==> src/hdl/brle8_pkg.sv <==
package brle8_pkg;

   // input item operations
   localparam logic [1:0] OP_PALETTE = 2'd0;
   localparam logic [1:0] OP_DATA    = 2'd1;
   localparam logic [1:0] OP_START   = 2'd2;

   // result item kinds
   localparam logic [2:0] KIND_RUN    = 3'd0;
   localparam logic [2:0] KIND_END    = 3'd1;
   localparam logic [2:0] KIND_BADIDX = 3'd2;
   localparam logic [2:0] KIND_DELTA  = 3'd3;
   localparam logic [2:0] KIND_AFTER  = 3'd4;

   // configuration register indexes
   localparam logic [1:0] CSR_WIDTH  = 2'd0;
   localparam logic [1:0] CSR_HEIGHT = 2'd1;
   localparam logic [1:0] CSR_PCOUNT = 2'd2;

   localparam int PALETTE_DEPTH = 256;
   localparam int PAL_ADDR_W    = 8;
   localparam int COLOR_W       = 24;

   typedef struct packed {
      logic [12:0] image_width;
      logic [12:0] image_height;
      logic [8:0]  palette_count;
   } cfg_type;

   typedef struct packed {
      logic        valid;
      logic [2:0]  kind;
      logic [11:0] row;
      logic [11:0] column;
      logic [7:0]  run_length;
      logic        use_color;
   } evt_type;

endpackage

==> src/hdl/brle8_parser.sv <==
module brle8_parser #(
   parameter int MAX_WIDTH = 4096
) (
   input  logic                      clock,
   input  logic                      reset,
   input  logic                      accept,
   input  logic [1:0]                op,
   input  logic [7:0]                data_byte,
   input  brle8_pkg::cfg_type        cfg,
   output brle8_pkg::evt_type        evt,
   output logic                      rd_en,
   output logic [brle8_pkg::PAL_ADDR_W-1:0] rd_addr
);

   import brle8_pkg::*;

   localparam int WIDTH_LIMIT = (MAX_WIDTH < 4096) ? MAX_WIDTH : 4096;
   localparam int COL_W       = $clog2(WIDTH_LIMIT + 1);
   localparam int CMP_W       = (COL_W > 8) ? COL_W : 8;
   localparam logic [12:0] LIMIT13 = 13'(WIDTH_LIMIT);

   localparam logic [2:0] PH_COUNT   = 3'd0;
   localparam logic [2:0] PH_ESCAPE  = 3'd1;
   localparam logic [2:0] PH_COLOR   = 3'd2;
   localparam logic [2:0] PH_LITERAL = 3'd3;
   localparam logic [2:0] PH_PAD     = 3'd4;

   logic [2:0]       phase_ff, phase_in;
   logic [7:0]       pend_ff, pend_in;
   logic [7:0]       lit_ff, lit_in;
   logic             pad_ff, pad_in;
   logic [11:0]      row_ff, row_in;
   logic [COL_W-1:0] col_ff, col_in;
   logic             fin_ff, fin_in;

   logic [12:0]      eff_w13, eff_h13, col13, h_minus;
   logic [COL_W-1:0] eff_w, room;
   logic [7:0]       run_len, clip, lit_dec;
   logic [CMP_W-1:0] col_sum;
   logic             bad_idx;

   // effective geometry and run clipping
   always_comb begin
      if (cfg.image_width == 13'd0) begin
         eff_w13 = 13'd1;
      end else if (cfg.image_width > LIMIT13) begin
         eff_w13 = LIMIT13;
      end else begin
         eff_w13 = cfg.image_width;
      end
      if (cfg.image_height == 13'd0) begin
         eff_h13 = 13'd1;
      end else if (cfg.image_height > 13'd4096) begin
         eff_h13 = 13'd4096;
      end else begin
         eff_h13 = cfg.image_height;
      end
      h_minus = eff_h13 - 13'd1;
      eff_w   = eff_w13[COL_W-1:0];
      room    = (col_ff < eff_w) ? (eff_w - col_ff) : '0;
      run_len = (phase_ff == PH_COLOR) ? pend_ff : 8'd1;
      if (CMP_W'(run_len) < CMP_W'(room)) begin
         clip = run_len;
      end else begin
         clip = 8'(room);
      end
      col_sum = CMP_W'(col_ff) + CMP_W'(clip);
      bad_idx = {1'b0, data_byte} >= cfg.palette_count;
      col13   = 13'(col_ff);
      lit_dec = (lit_ff != 8'd0) ? (lit_ff - 8'd1) : 8'd0;
   end

   always_comb begin
      phase_in = phase_ff;
      pend_in  = pend_ff;
      lit_in   = lit_ff;
      pad_in   = pad_ff;
      row_in   = row_ff;
      col_in   = col_ff;
      fin_in   = fin_ff;
      evt      = '0;
      evt.row    = row_ff;
      evt.column = col13[11:0];
      rd_en    = 1'b0;
      rd_addr  = data_byte;
      if (accept) begin
         unique case (op)
            OP_START: begin
               phase_in = PH_COUNT;
               pend_in  = '0;
               lit_in   = '0;
               pad_in   = 1'b0;
               row_in   = h_minus[11:0];
               col_in   = '0;
               fin_in   = 1'b0;
            end
            OP_DATA: begin
               if (fin_ff) begin
                  evt       = '0;
                  evt.valid = 1'b1;
                  evt.kind  = KIND_AFTER;
               end else begin
                  unique case (phase_ff) inside
                     PH_COUNT: begin
                        if (data_byte == 8'd0) begin
                           phase_in = PH_ESCAPE;
                        end else begin
                           pend_in  = data_byte;
                           phase_in = PH_COLOR;
                        end
                     end
                     PH_ESCAPE: begin
                        phase_in = PH_COUNT;
                        if (data_byte == 8'd0) begin
                           col_in = '0;
                           if (row_ff == 12'd0) begin
                              fin_in = 1'b1;
                           end else begin
                              row_in = row_ff - 12'd1;
                           end
                        end else if (data_byte == 8'd1) begin
                           evt.valid = 1'b1;
                           evt.kind  = KIND_END;
                           fin_in    = 1'b1;
                        end else if (data_byte == 8'd2) begin
                           evt.valid = 1'b1;
                           evt.kind  = KIND_DELTA;
                           fin_in    = 1'b1;
                        end else begin
                           lit_in   = data_byte;
                           pad_in   = data_byte[0];
                           phase_in = PH_LITERAL;
                        end
                     end
                     PH_COLOR, PH_LITERAL: begin
                        if (phase_ff == PH_COLOR) begin
                           phase_in = PH_COUNT;
                           pend_in  = '0;
                        end else begin
                           lit_in = lit_dec;
                           if (lit_dec == 8'd0) begin
                              phase_in = pad_ff ? PH_PAD : PH_COUNT;
                              pad_in   = 1'b0;
                           end
                        end
                        if (bad_idx) begin
                           evt.valid      = 1'b1;
                           evt.kind       = KIND_BADIDX;
                           evt.run_length = run_len;
                           fin_in         = 1'b1;
                        end else if (clip != 8'd0) begin
                           evt.valid      = 1'b1;
                           evt.kind       = KIND_RUN;
                           evt.run_length = clip;
                           evt.use_color  = 1'b1;
                           rd_en          = 1'b1;
                           col_in         = col_sum[COL_W-1:0];
                        end
                     end
                     default: begin
                        // pad byte: drop it
                        phase_in = PH_COUNT;
                     end
                  endcase
               end
            end
            default: begin
            end
         endcase
      end
   end

   always_ff @(posedge clock) begin
      if (reset) begin
         phase_ff <= PH_COUNT;
         pend_ff  <= '0;
         lit_ff   <= '0;
         pad_ff   <= 1'b0;
         row_ff   <= '0;
         col_ff   <= '0;
         fin_ff   <= 1'b0;
      end else begin
         phase_ff <= phase_in;
         pend_ff  <= pend_in;
         lit_ff   <= lit_in;
         pad_ff   <= pad_in;
         row_ff   <= row_in;
         col_ff   <= col_in;
         fin_ff   <= fin_in;
      end
   end

endmodule

==> config.mk <==
export PLATFORM = sky130hd
export DESIGN_NAME = brle8_parser
export DESIGN_NICKNAME = d
export VERILOG_FILES = /design/src/hdl/brle8_pkg.sv /design/src/hdl/brle8_parser.sv
export SDC_FILE = /design/constraint.sdc
export NUM_CORES = 1
export LEC_CHECK = 0
export ABC_AREA = 1
export BUFFER_PORTS_ARGS = -buffer_cell sky130_fd_sc_hd__buf_2
export CELL_PAD_IN_SITES_DETAIL_PLACEMENT = 0
export CELL_PAD_IN_SITES_GLOBAL_PLACEMENT = 1
export CORE_MARGIN = 2
export CORE_UTILIZATION = 33
export CTS_BUF_LIST = sky130_fd_sc_hd__clkbuf_8
export DETAILED_ROUTE_END_ITERATION = 16
export PLACE_DENSITY = 0.75
export REMOVE_ABC_BUFFERS = 1
export SLEW_MARGIN = 15
export SYNTH_ARGS = -nofsm -noshare
export SYNTH_HDL_FRONTEND = slang
export SYNTH_SLANG_ARGS = --single-unit
==> constraint.sdc <==
create_clock -name clock -period 7.1 [get_ports clock]
set_clock_uncertainty 0.15 [all_clocks]
set_input_delay 1.065 -clock clock [delete_from_list [all_inputs] [get_ports clock]]
set_output_delay 1.065 -clock clock [all_outputs]
set_load 0.005 [all_outputs]
==> results.md, run 1 <==
- Outcome: complete, no violations
- Max Fanout on Critical Path: 11
- Syn_area_per_cell: 5.76 µm²
- WL per Instance: 12.6 µm
- Worst skew pair latency: 310 ps
- Cts bufs inserted: 5
- Post-DP Area: 0.00596 mm²
- Worst EP required: 5880 ps
- DIE AREA: 0.0173 mm²
- Fin util: 0.381
- Gr usage total: 0.174
- Most frequent cells after synthesis: nand2_1, inv_1, nor2_1, a21oi_1, nand3_1
- Most numerous cell in the Yosys netlist: nand2_1
- Final Hold Viols: 0
- Initial antenna violation count: 0
- Post-cts sizing count: 0
- Crit share post-route: 0.902
- Mapped cell area: 0.00537 mm²
- RSZ-0062 raised after global routing: false
- Kind of start point of the critical path: input port
- VDD IR-drop max: 0.0701 mV
- Sequential element share of the synthesized area: 0.171
- Max-cap violations: 0
- Worst Path Buf+Inv: 4
- Cell depth of the worst setup path: 30
- Postcts setup bufs: 0
- Worst hold path class: flip-flop to flip-flop
- Worst reg2reg path depth: 34
- DR vias: 5743
- Largest net degree at the start of global routing: 37
- Pleak: 3.53 nW
- Multi-input logic area: 0.00355 mm²
- Dominant cell type by area after synthesis: dfxtp_1
- Crit Path Category: input port to output port
- Worst-path clk slew: 90 ps
- Ports: 94
- Fin crit period: 6400 ps
- Pwr/cell area: 149 mW/mm²
- Post-synth ARST share: 0
- Die boundary height: 132 µm
- DR pass1 iterations: 5
- Gate Count Post-Synth: 932
- Max incr delay on CP: 370 ps
- Measured slew at the worst slew-check pin: 1080 ps
- # clock sinks: 46
- Dpl cells: 1212
- Vias/cell: 4.71
- Total power: 0.899 mW
- Initial core utilization: 0.338
- FMAX: 156 MHz
- Pins Over Slew Limit: 0
- Gr ovfl total: 0
- Ys flop type: dfxtp_1
- R2R setup slack: 1860 ps
- Port Buffer Count: 93
- Synth top area cells: dfxtp_1, nand2_1, inv_1
- GPL Wtd Cong: 0.880
- Final setup margin: 698 ps
- Crit. End Element: output port
- Hold WS: 352 ps
- Worst slew margin: 0.280
- Clock Tree Buf Depth: 2
- Hpwl dp: 12500 µm
- Number of global-route vias before repair: 5213
- Total length of routed wires: 15400 µm
- CP Data Arrival Time: 5190 ps
- CP dominant cell by count: nand2_1
- Fill cells: 1853
- Core box area: 0.0159 mm²
- Ys Warns: 0
- Final ANT Viol Nets: 0
- Fraction of layout instances using a drive strength above 1: 0.142
- Drc violations: 0
- Hold path cells: 2
- CTS tree: done
- Worst slack at placement: 473 ps
- Final Cell Area: 0.00605 mm²
- Num rows: 46
- Global-route wire length before repair: 25300 µm
- Initial DRC Count: 438
- FF/Latch Area: 921 µm²
- Area grow syn2layout: 12.6%
- Die Span X: 132 µm
- Seq cells post-synth: 46
- Critical path's top delay family: simple AND/OR/NAND/NOR gates
- Final setup fails: 0
- ANT cells: 0
- Layout Cells excl Fill: 1220
- CTS Hold Bufs: 0
- CTS root buffer: clkbuf_8
- Setup_tns: 0 ps
- Number of synthesized flops with an enable pin: 0
- Netlist cell types: 43
- Synth top area share: 0.171
- H-tree depth: 2
- Slowest CP cell: nor4_1
- Final #Nets: 1096
-- layer usage --
layer | global-route usage | up-vias | share of wire
met3 | 0.0150 | 16 | 0.035
met2 | 0.295 | 121 | 0.45
li1 | - | 3089 | -
met5 | 0 | - | 0
met4 | 0.0405 | 0 | 0.016
met1 | 0.239 | 2517 | 0.50
-- final cells by class --
type,instances,share of cell area
clock buffers,6,0.0137
clock inverters,2,0.00145
inverters,196,0.122
multi-input cells,659,0.587
flip-flops and latches,46,0.152
well taps,216,0.0447
repair buffers,95,0.0795
-- tightest hold or removal path: cells and delay by family, from the launching register on --
| kind | cells | cell delay [ps] |
|---|---|---|
| and+or+nand+nor | 1 | 100 |
| DFF | 1 | 320 |
| AOI/OAI and AO/OA | 1 | 50 |
-- cell families after synthesis --
kind of cell / Yosys count / share of synthesized area
AO/OA/AOI/OAI: 159 / 0.164
XOR/XNOR: 9 / 0.0147
adder cells (fa/ha/maj): 45 / 0.108
buffers and inverters: 227 / 0.168
flip-flops: 46 / 0.171
AND/OR/NAND/NOR: 446 / 0.374
-- worst paths after layout --
check | from | to
worst min-delay path | pend_ff[4] | pend_ff[4]
worst max register to register | col13[10] | col13[12]
worst max-delay path | cfg[22] | evt[36]
worst min register to register | pend_ff[4] | pend_ff[4]
-- cells in the final DEF (no fill, tap or decap), types with 6 or more instances in the layout --
cell type,netlist,final
nor3_1,9,9
o211ai_1,6,6
ha_1,43,43
nand3_1,62,62
a211oi_1,6,6
nor4_1,8,8
buf_2,2,93
nor2_1,113,113
inv_1,191,192
nand3_2,9,9
a21oi_1,66,66
o21ai_0,59,59
nor2_2,7,7
a31oi_1,10,10
nand2_1,202,202
nand2_2,8,8
dfxtp_1,46,46
clkbuf_8,0,6
nand4_1,10,10
-- flip-flops by register name (all words and copies together) (netlist names) --
signal and cells:
col13 13, pend_ff 8, fin_ff 1, row_ff 12
pad_ff 1, phase_ff 3, lit_ff 8
-- power breakdown --
| part | total, mW | switching, mW | leakage [nW] | internal, mW |
|---|---|---|---|---|
| Clock | 0.174 | 0.0961 | 0.0524 | 0.0775 |
| Sequential | 0.295 | 0.0182 | 0.377 | 0.277 |
| Combinational | 0.431 | 0.280 | 3.10 | 0.150 |
Power figures use the tool's default switching activity.
==> run 2, diff against run 1 <==
Settings changed: CORE_UTILIZATION 33 to 40, PLACE_DENSITY 0.75 to 0.88.
==> run 2 against run 1 <==
  * Via count fell by 0.49%
  * Clock power rose by 42%
  * Combinational power fell by 1%
  * Die area fell by 17%
  * Critical path type unchanged
  * Critical endpoint is now evt[0]
  * Largest cell class unchanged
  * Highest routed layer unchanged
==> results.md, run 2 (same netlist as run 1, synthesis figures left out) <==
- Outcome: complete, no violations
- VDD IR-drop max: 0.0947 mV
- Kind of start point of the critical path: input port
- Area grow syn2layout: 12.4%
- Crit Path Category: input port to output port
- Die Span X: 120 µm
- Number of global-route vias before repair: 5161
- Commonest non-fill, non-tap cell in the layout: nand2_1
- DR pass1 iterations: 4
- Hold path cells: 2
- Largest net degree at the start of global routing: 37
- Dpl cells: 1171
- Pwr/cell area: 160 mW/mm²
- RSZ-0062 raised after global routing: false
- Measured slew at the worst slew-check pin: 1120 ps
- Layout Cells excl Fill: 1179
- Worst reg2reg path depth: 34
- Fraction of layout instances using a drive strength above 1: 0.143
- Total power: 0.967 mW
- Fin crit period: 6370 ps
- Slowest CP cell: nor4_1
- Final setup fails: 0
- Total length of routed wires: 14500 µm
- Num rows: 42
- Worst slew margin: 0.251
- CTS Hold Bufs: 0
- Final ANT Viol Nets: 0
- Cts bufs inserted: 5
- Max-cap violations: 0
- Crit. End Element: output port
- CTS tree: done
- Pleak: 3.54 nW
- Max incr delay on CP: 350 ps
- Reg-to-Reg End: col13[12]
- Gr ovfl total: 0
- Worst-path clk slew: 90 ps
- Min-delay src: pend_ff[7]
- Post-cts sizing count: 0
- Max Fanout on Critical Path: 11
- Clock Tree Buf Depth: 2
- Worst slack at placement: 470 ps
- R2R setup slack: 1890 ps
- Final Cell Area: 0.00604 mm²
- Vias/cell: 4.85
- Hold EP: pend_ff[7]
- Largest register FFs: 13
- Most frequent cells in the layout: nand2_1, inv_1, nor2_1
- Setup_tns: 0 ps
- Ports: 94
- Initial DRC Count: 299
- Initial core utilization: 0.407
- CTS root buffer: clkbuf_8
- Hold WS: 344 ps
- Initial antenna violation count: 0
- Worst EP required: 5880 ps
- DIE AREA: 0.0144 mm²
- ANT cells: 0
- Port Buffer Count: 93
- WL per Instance: 12.3 µm
- CP Data Arrival Time: 5160 ps
- CP dominant cell by count: nand2_1
- Hpwl dp: 11700 µm
- Pins Over Slew Limit: 0
- Drc violations: 0
- H-tree depth: 2
- Core box area: 0.0132 mm²
- DR vias: 5715
- FMAX: 157 MHz
- Crit share post-route: 0.898
- Fin util: 0.458
- RR Startpoint: col13[10]
- Post-DP Area: 0.00590 mm²
- # clock sinks: 46
- Global-route wire length before repair: 24300 µm
- Die boundary height: 120 µm
- GPL Wtd Cong: 0.913
- Final setup margin: 727 ps
- Worst hold path class: flip-flop to flip-flop
- Final #Nets: 1095
- Postcts setup bufs: 0
- Gr usage total: 0.205
- Final Hold Viols: 0
- Worst skew pair latency: 310 ps
## run 2: cell types whose count changed in the layout (fill, tap and decap cells not counted)
cell,change
buf_4,-1
bufinv_16,+2
inv_1,-1
clkinv_2,-1
## run 2: cell type report
type | instances | area [µm²]
Timing Repair Buffer | 94 | 473
Fill cell | 1470 | 7150
Sequential cell | 46 | 921
Tap cell | 176 | 220
Clock inverter | 2 | 60.1
Inverter | 196 | 736
Clock buffer | 6 | 82.6
Multi-Input combinational cell | 659 | 3550
## run 2: worst max path at each step
| stage | startpoint | to | slack [ps] | cells past startpoint |
|---|---|---|---|---|
| finish | cfg[26] | evt[0] | 730 | 30 |
| global route | cfg[26] | col13[12] | 30 | 40 |
| CTS | cfg[26] | evt[0] | 660 | 30 |
| detailed placement | cfg[26] | col13[12] | 470 | 39 |
| global placement | cfg[26] | col13[12] | 610 | 40 |
| floorplan | cfg[22] | col13[12] | 1300 | 39 |
## run 2: critical path, delay by kind of cell
kind                       cells  cell delay (ps)
and+or+nand+nor               19             2350
adders and majority gates      2              510
buffers and inverters          4              500
AOI/OAI and AO/OA              5              750
## run 2: layer usage
metal,global-route usage,wire length [µm]
met3,0.0176,502
met1,0.287,7180
met2,0.338,6540
met4,0.0537,241
met5,0,0
## run 2: where the power goes
part | switching (mW) | internal, mW | total [mW]
sequential | 0.0179 | 0.277 | 0.294
clock | 0.0972 | 0.150 | 0.247
combinational | 0.275 | 0.150 | 0.425
total | 0.390 | 0.576 | 0.967
==> run 3, diff against run 2 <==
Settings changed: CORE_ASPECT_RATIO set to 0.75, CORE_MARGIN 2 to 3.
==> run 3 against run 2 <==
  * Fmax fell by 0.38%
  * Global-route usage is 0.21 points lower
  * Non-clock buffer count unchanged
  * Power down 6.5%
  * Die area rose by 3.5%
  * Cell count shrank 0.42%
  * Combinational power increased by 3%
  * Via count increased by 0.45%
  * Routed wire length increased by 6.0%
  * Critical endpoint unchanged
==> results.md, run 3 (same netlist as run 1, synthesis figures left out) <==
- Worst slack at placement: 514 ps
- Flop pwr share: 0.326
- Final setup margin: 703 ps
- Largest register FFs: 13
- Kind of start point of the critical path: input port
- Gr ovfl total: 0
- Fraction of layout instances using a drive strength above 1: 0.142
- # clock sinks: 46
- Total length of routed wires: 15300 µm
- Crit share post-route: 0.901
- WL per Instance: 13.1 µm
- Max incr delay on CP: 360 ps
- Slowest CP cell: nor4_1
- Setup_tns: 0 ps
- Most frequent cells in the layout: nand2_1, inv_1, nor2_1
- Area grow syn2layout: 11.3%
- Cts bufs inserted: 5
- Final Hold Viols: 0
- Number of global-route vias before repair: 5108
- Post-cts sizing count: 0
- Initial core utilization: 0.411
- Worst slew margin: 0.257
- Pleak: 3.52 nW
- Gr usage total: 0.203
- Outcome: complete, no violations
- Layout Cells excl Fill: 1174
- Worst skew pair latency: 330 ps
- Final ANT Viol Nets: 0
- Gate power share: 0.483
- Pwr/cell area: 151 mW/mm²
- Num rows: 36
- Clk network pwr share: 0.192
- Postcts setup bufs: 0
- Post-DP Area: 0.00589 mm²
- Sw Pwr: 0.409 mW
- Total power: 0.903 mW
- CTS root buffer: clkbuf_8
- Sw Share: 0.452
- Final setup fails: 0
- FMAX: 156 MHz
- ANT cells: 0
- Worst EP required: 5880 ps
- Hold WS: 349 ps
- Clock Tree Buf Depth: 2
- Core box area: 0.0131 mm²
- Measured slew at the worst slew-check pin: 1120 ps
- Port Buffer Count: 93
- Crit Path Category: input port to output port
- Worst-path clk slew: 90 ps
- CTS tree: done
- CTS Hold Bufs: 0
- Commonest non-fill, non-tap cell in the layout: nand2_1
- Global-route wire length before repair: 25200 µm
- Max Fanout on Critical Path: 11
- Worst hold path class: flip-flop to flip-flop
- DR pass1 iterations: 5
- Ports: 94
- Largest net degree at the start of global routing: 37
- Dpl cells: 1166
- GPL Wtd Cong: 0.934
- Die boundary height: 106 µm
- RSZ-0062 raised after global routing: false
- Initial DRC Count: 371
- Vias/cell: 4.89
- Final Cell Area: 0.00598 mm²
- Pint: 0.495 mW
- Max-cap violations: 0
- Drc violations: 0
- Hpwl dp: 12400 µm
- Crit. End Element: output port
- CP dominant cell by count: nand2_1
- DR vias: 5741
- Die Span X: 140 µm
- VDD IR-drop max: 0.0842 mV
- Initial antenna violation count: 0
- Final #Nets: 1095
- CP Data Arrival Time: 5180 ps
- Fin util: 0.458
- DIE AREA: 0.0149 mm²
- Pins Over Slew Limit: 0
- H-tree depth: 2
- Fin crit period: 6400 ps
==> run 3: cell count changes in the layout (fill, tap and decap cells not counted) <==
cell	delta
bufinv_16	-2
clkinv_4	+1
inv_1	+1
clkinv_2	+1
clkbuf_8	-1
==> run 3: final cells by class <==
class | instances | area, µm²
fill | 1457 | 7080
multi-input combinational | 659 | 3550
sequential | 46 | 921
inverter | 196 | 736
timing repair buffer | 94 | 473
tap | 171 | 214
clock buffer | 5 | 68.8
clock inverter | 3 | 17.5
==> run 3: critical path, delay by kind of cell <==
kind	cells	cell delay, ps
and+or+nand+nor	19	2320
AOI/OAI and AO/OA	5	730
adders and majority gates	2	540
buffers and inverters	4	520
==> run 3: path summary, 6_finish.rpt <==
path,end,slack (ps),depth (start not counted),start
worst max-delay path,evt[0],700,30,cfg[22]
worst min-delay path,phase_ff[2],350,2,pad_ff
worst max register to register,col13[12],1940,34,col13[6]
worst min register to register,phase_ff[2],350,2,pad_ff
==> run 3: power groups by stage <==
stage / clock network [mW] / registers, mW / logic [mW]
2_1_floorplan: 0 / 0.294 / 0.316
3_3_place_gp: 0 / 0.300 / 0.430
3_5_place_dp: 0 / 0.300 / 0.430
4_1_cts: 0.175 / 0.294 / 0.432
5_1_grt: 0.187 / 0.297 / 0.499
6_report: 0.173 / 0.294 / 0.436
==> run 3: per-layer routing <==
layer / track usage / up-vias / routed length (µm)
li1: - / 3092 / -
met1: 0.321 / 2491 / 8370
met2: 0.291 / 150 / 5930
met3: 0.0378 / 8 / 954
met4: 0.0207 / 0 / 67
met5: 0 / - / 0
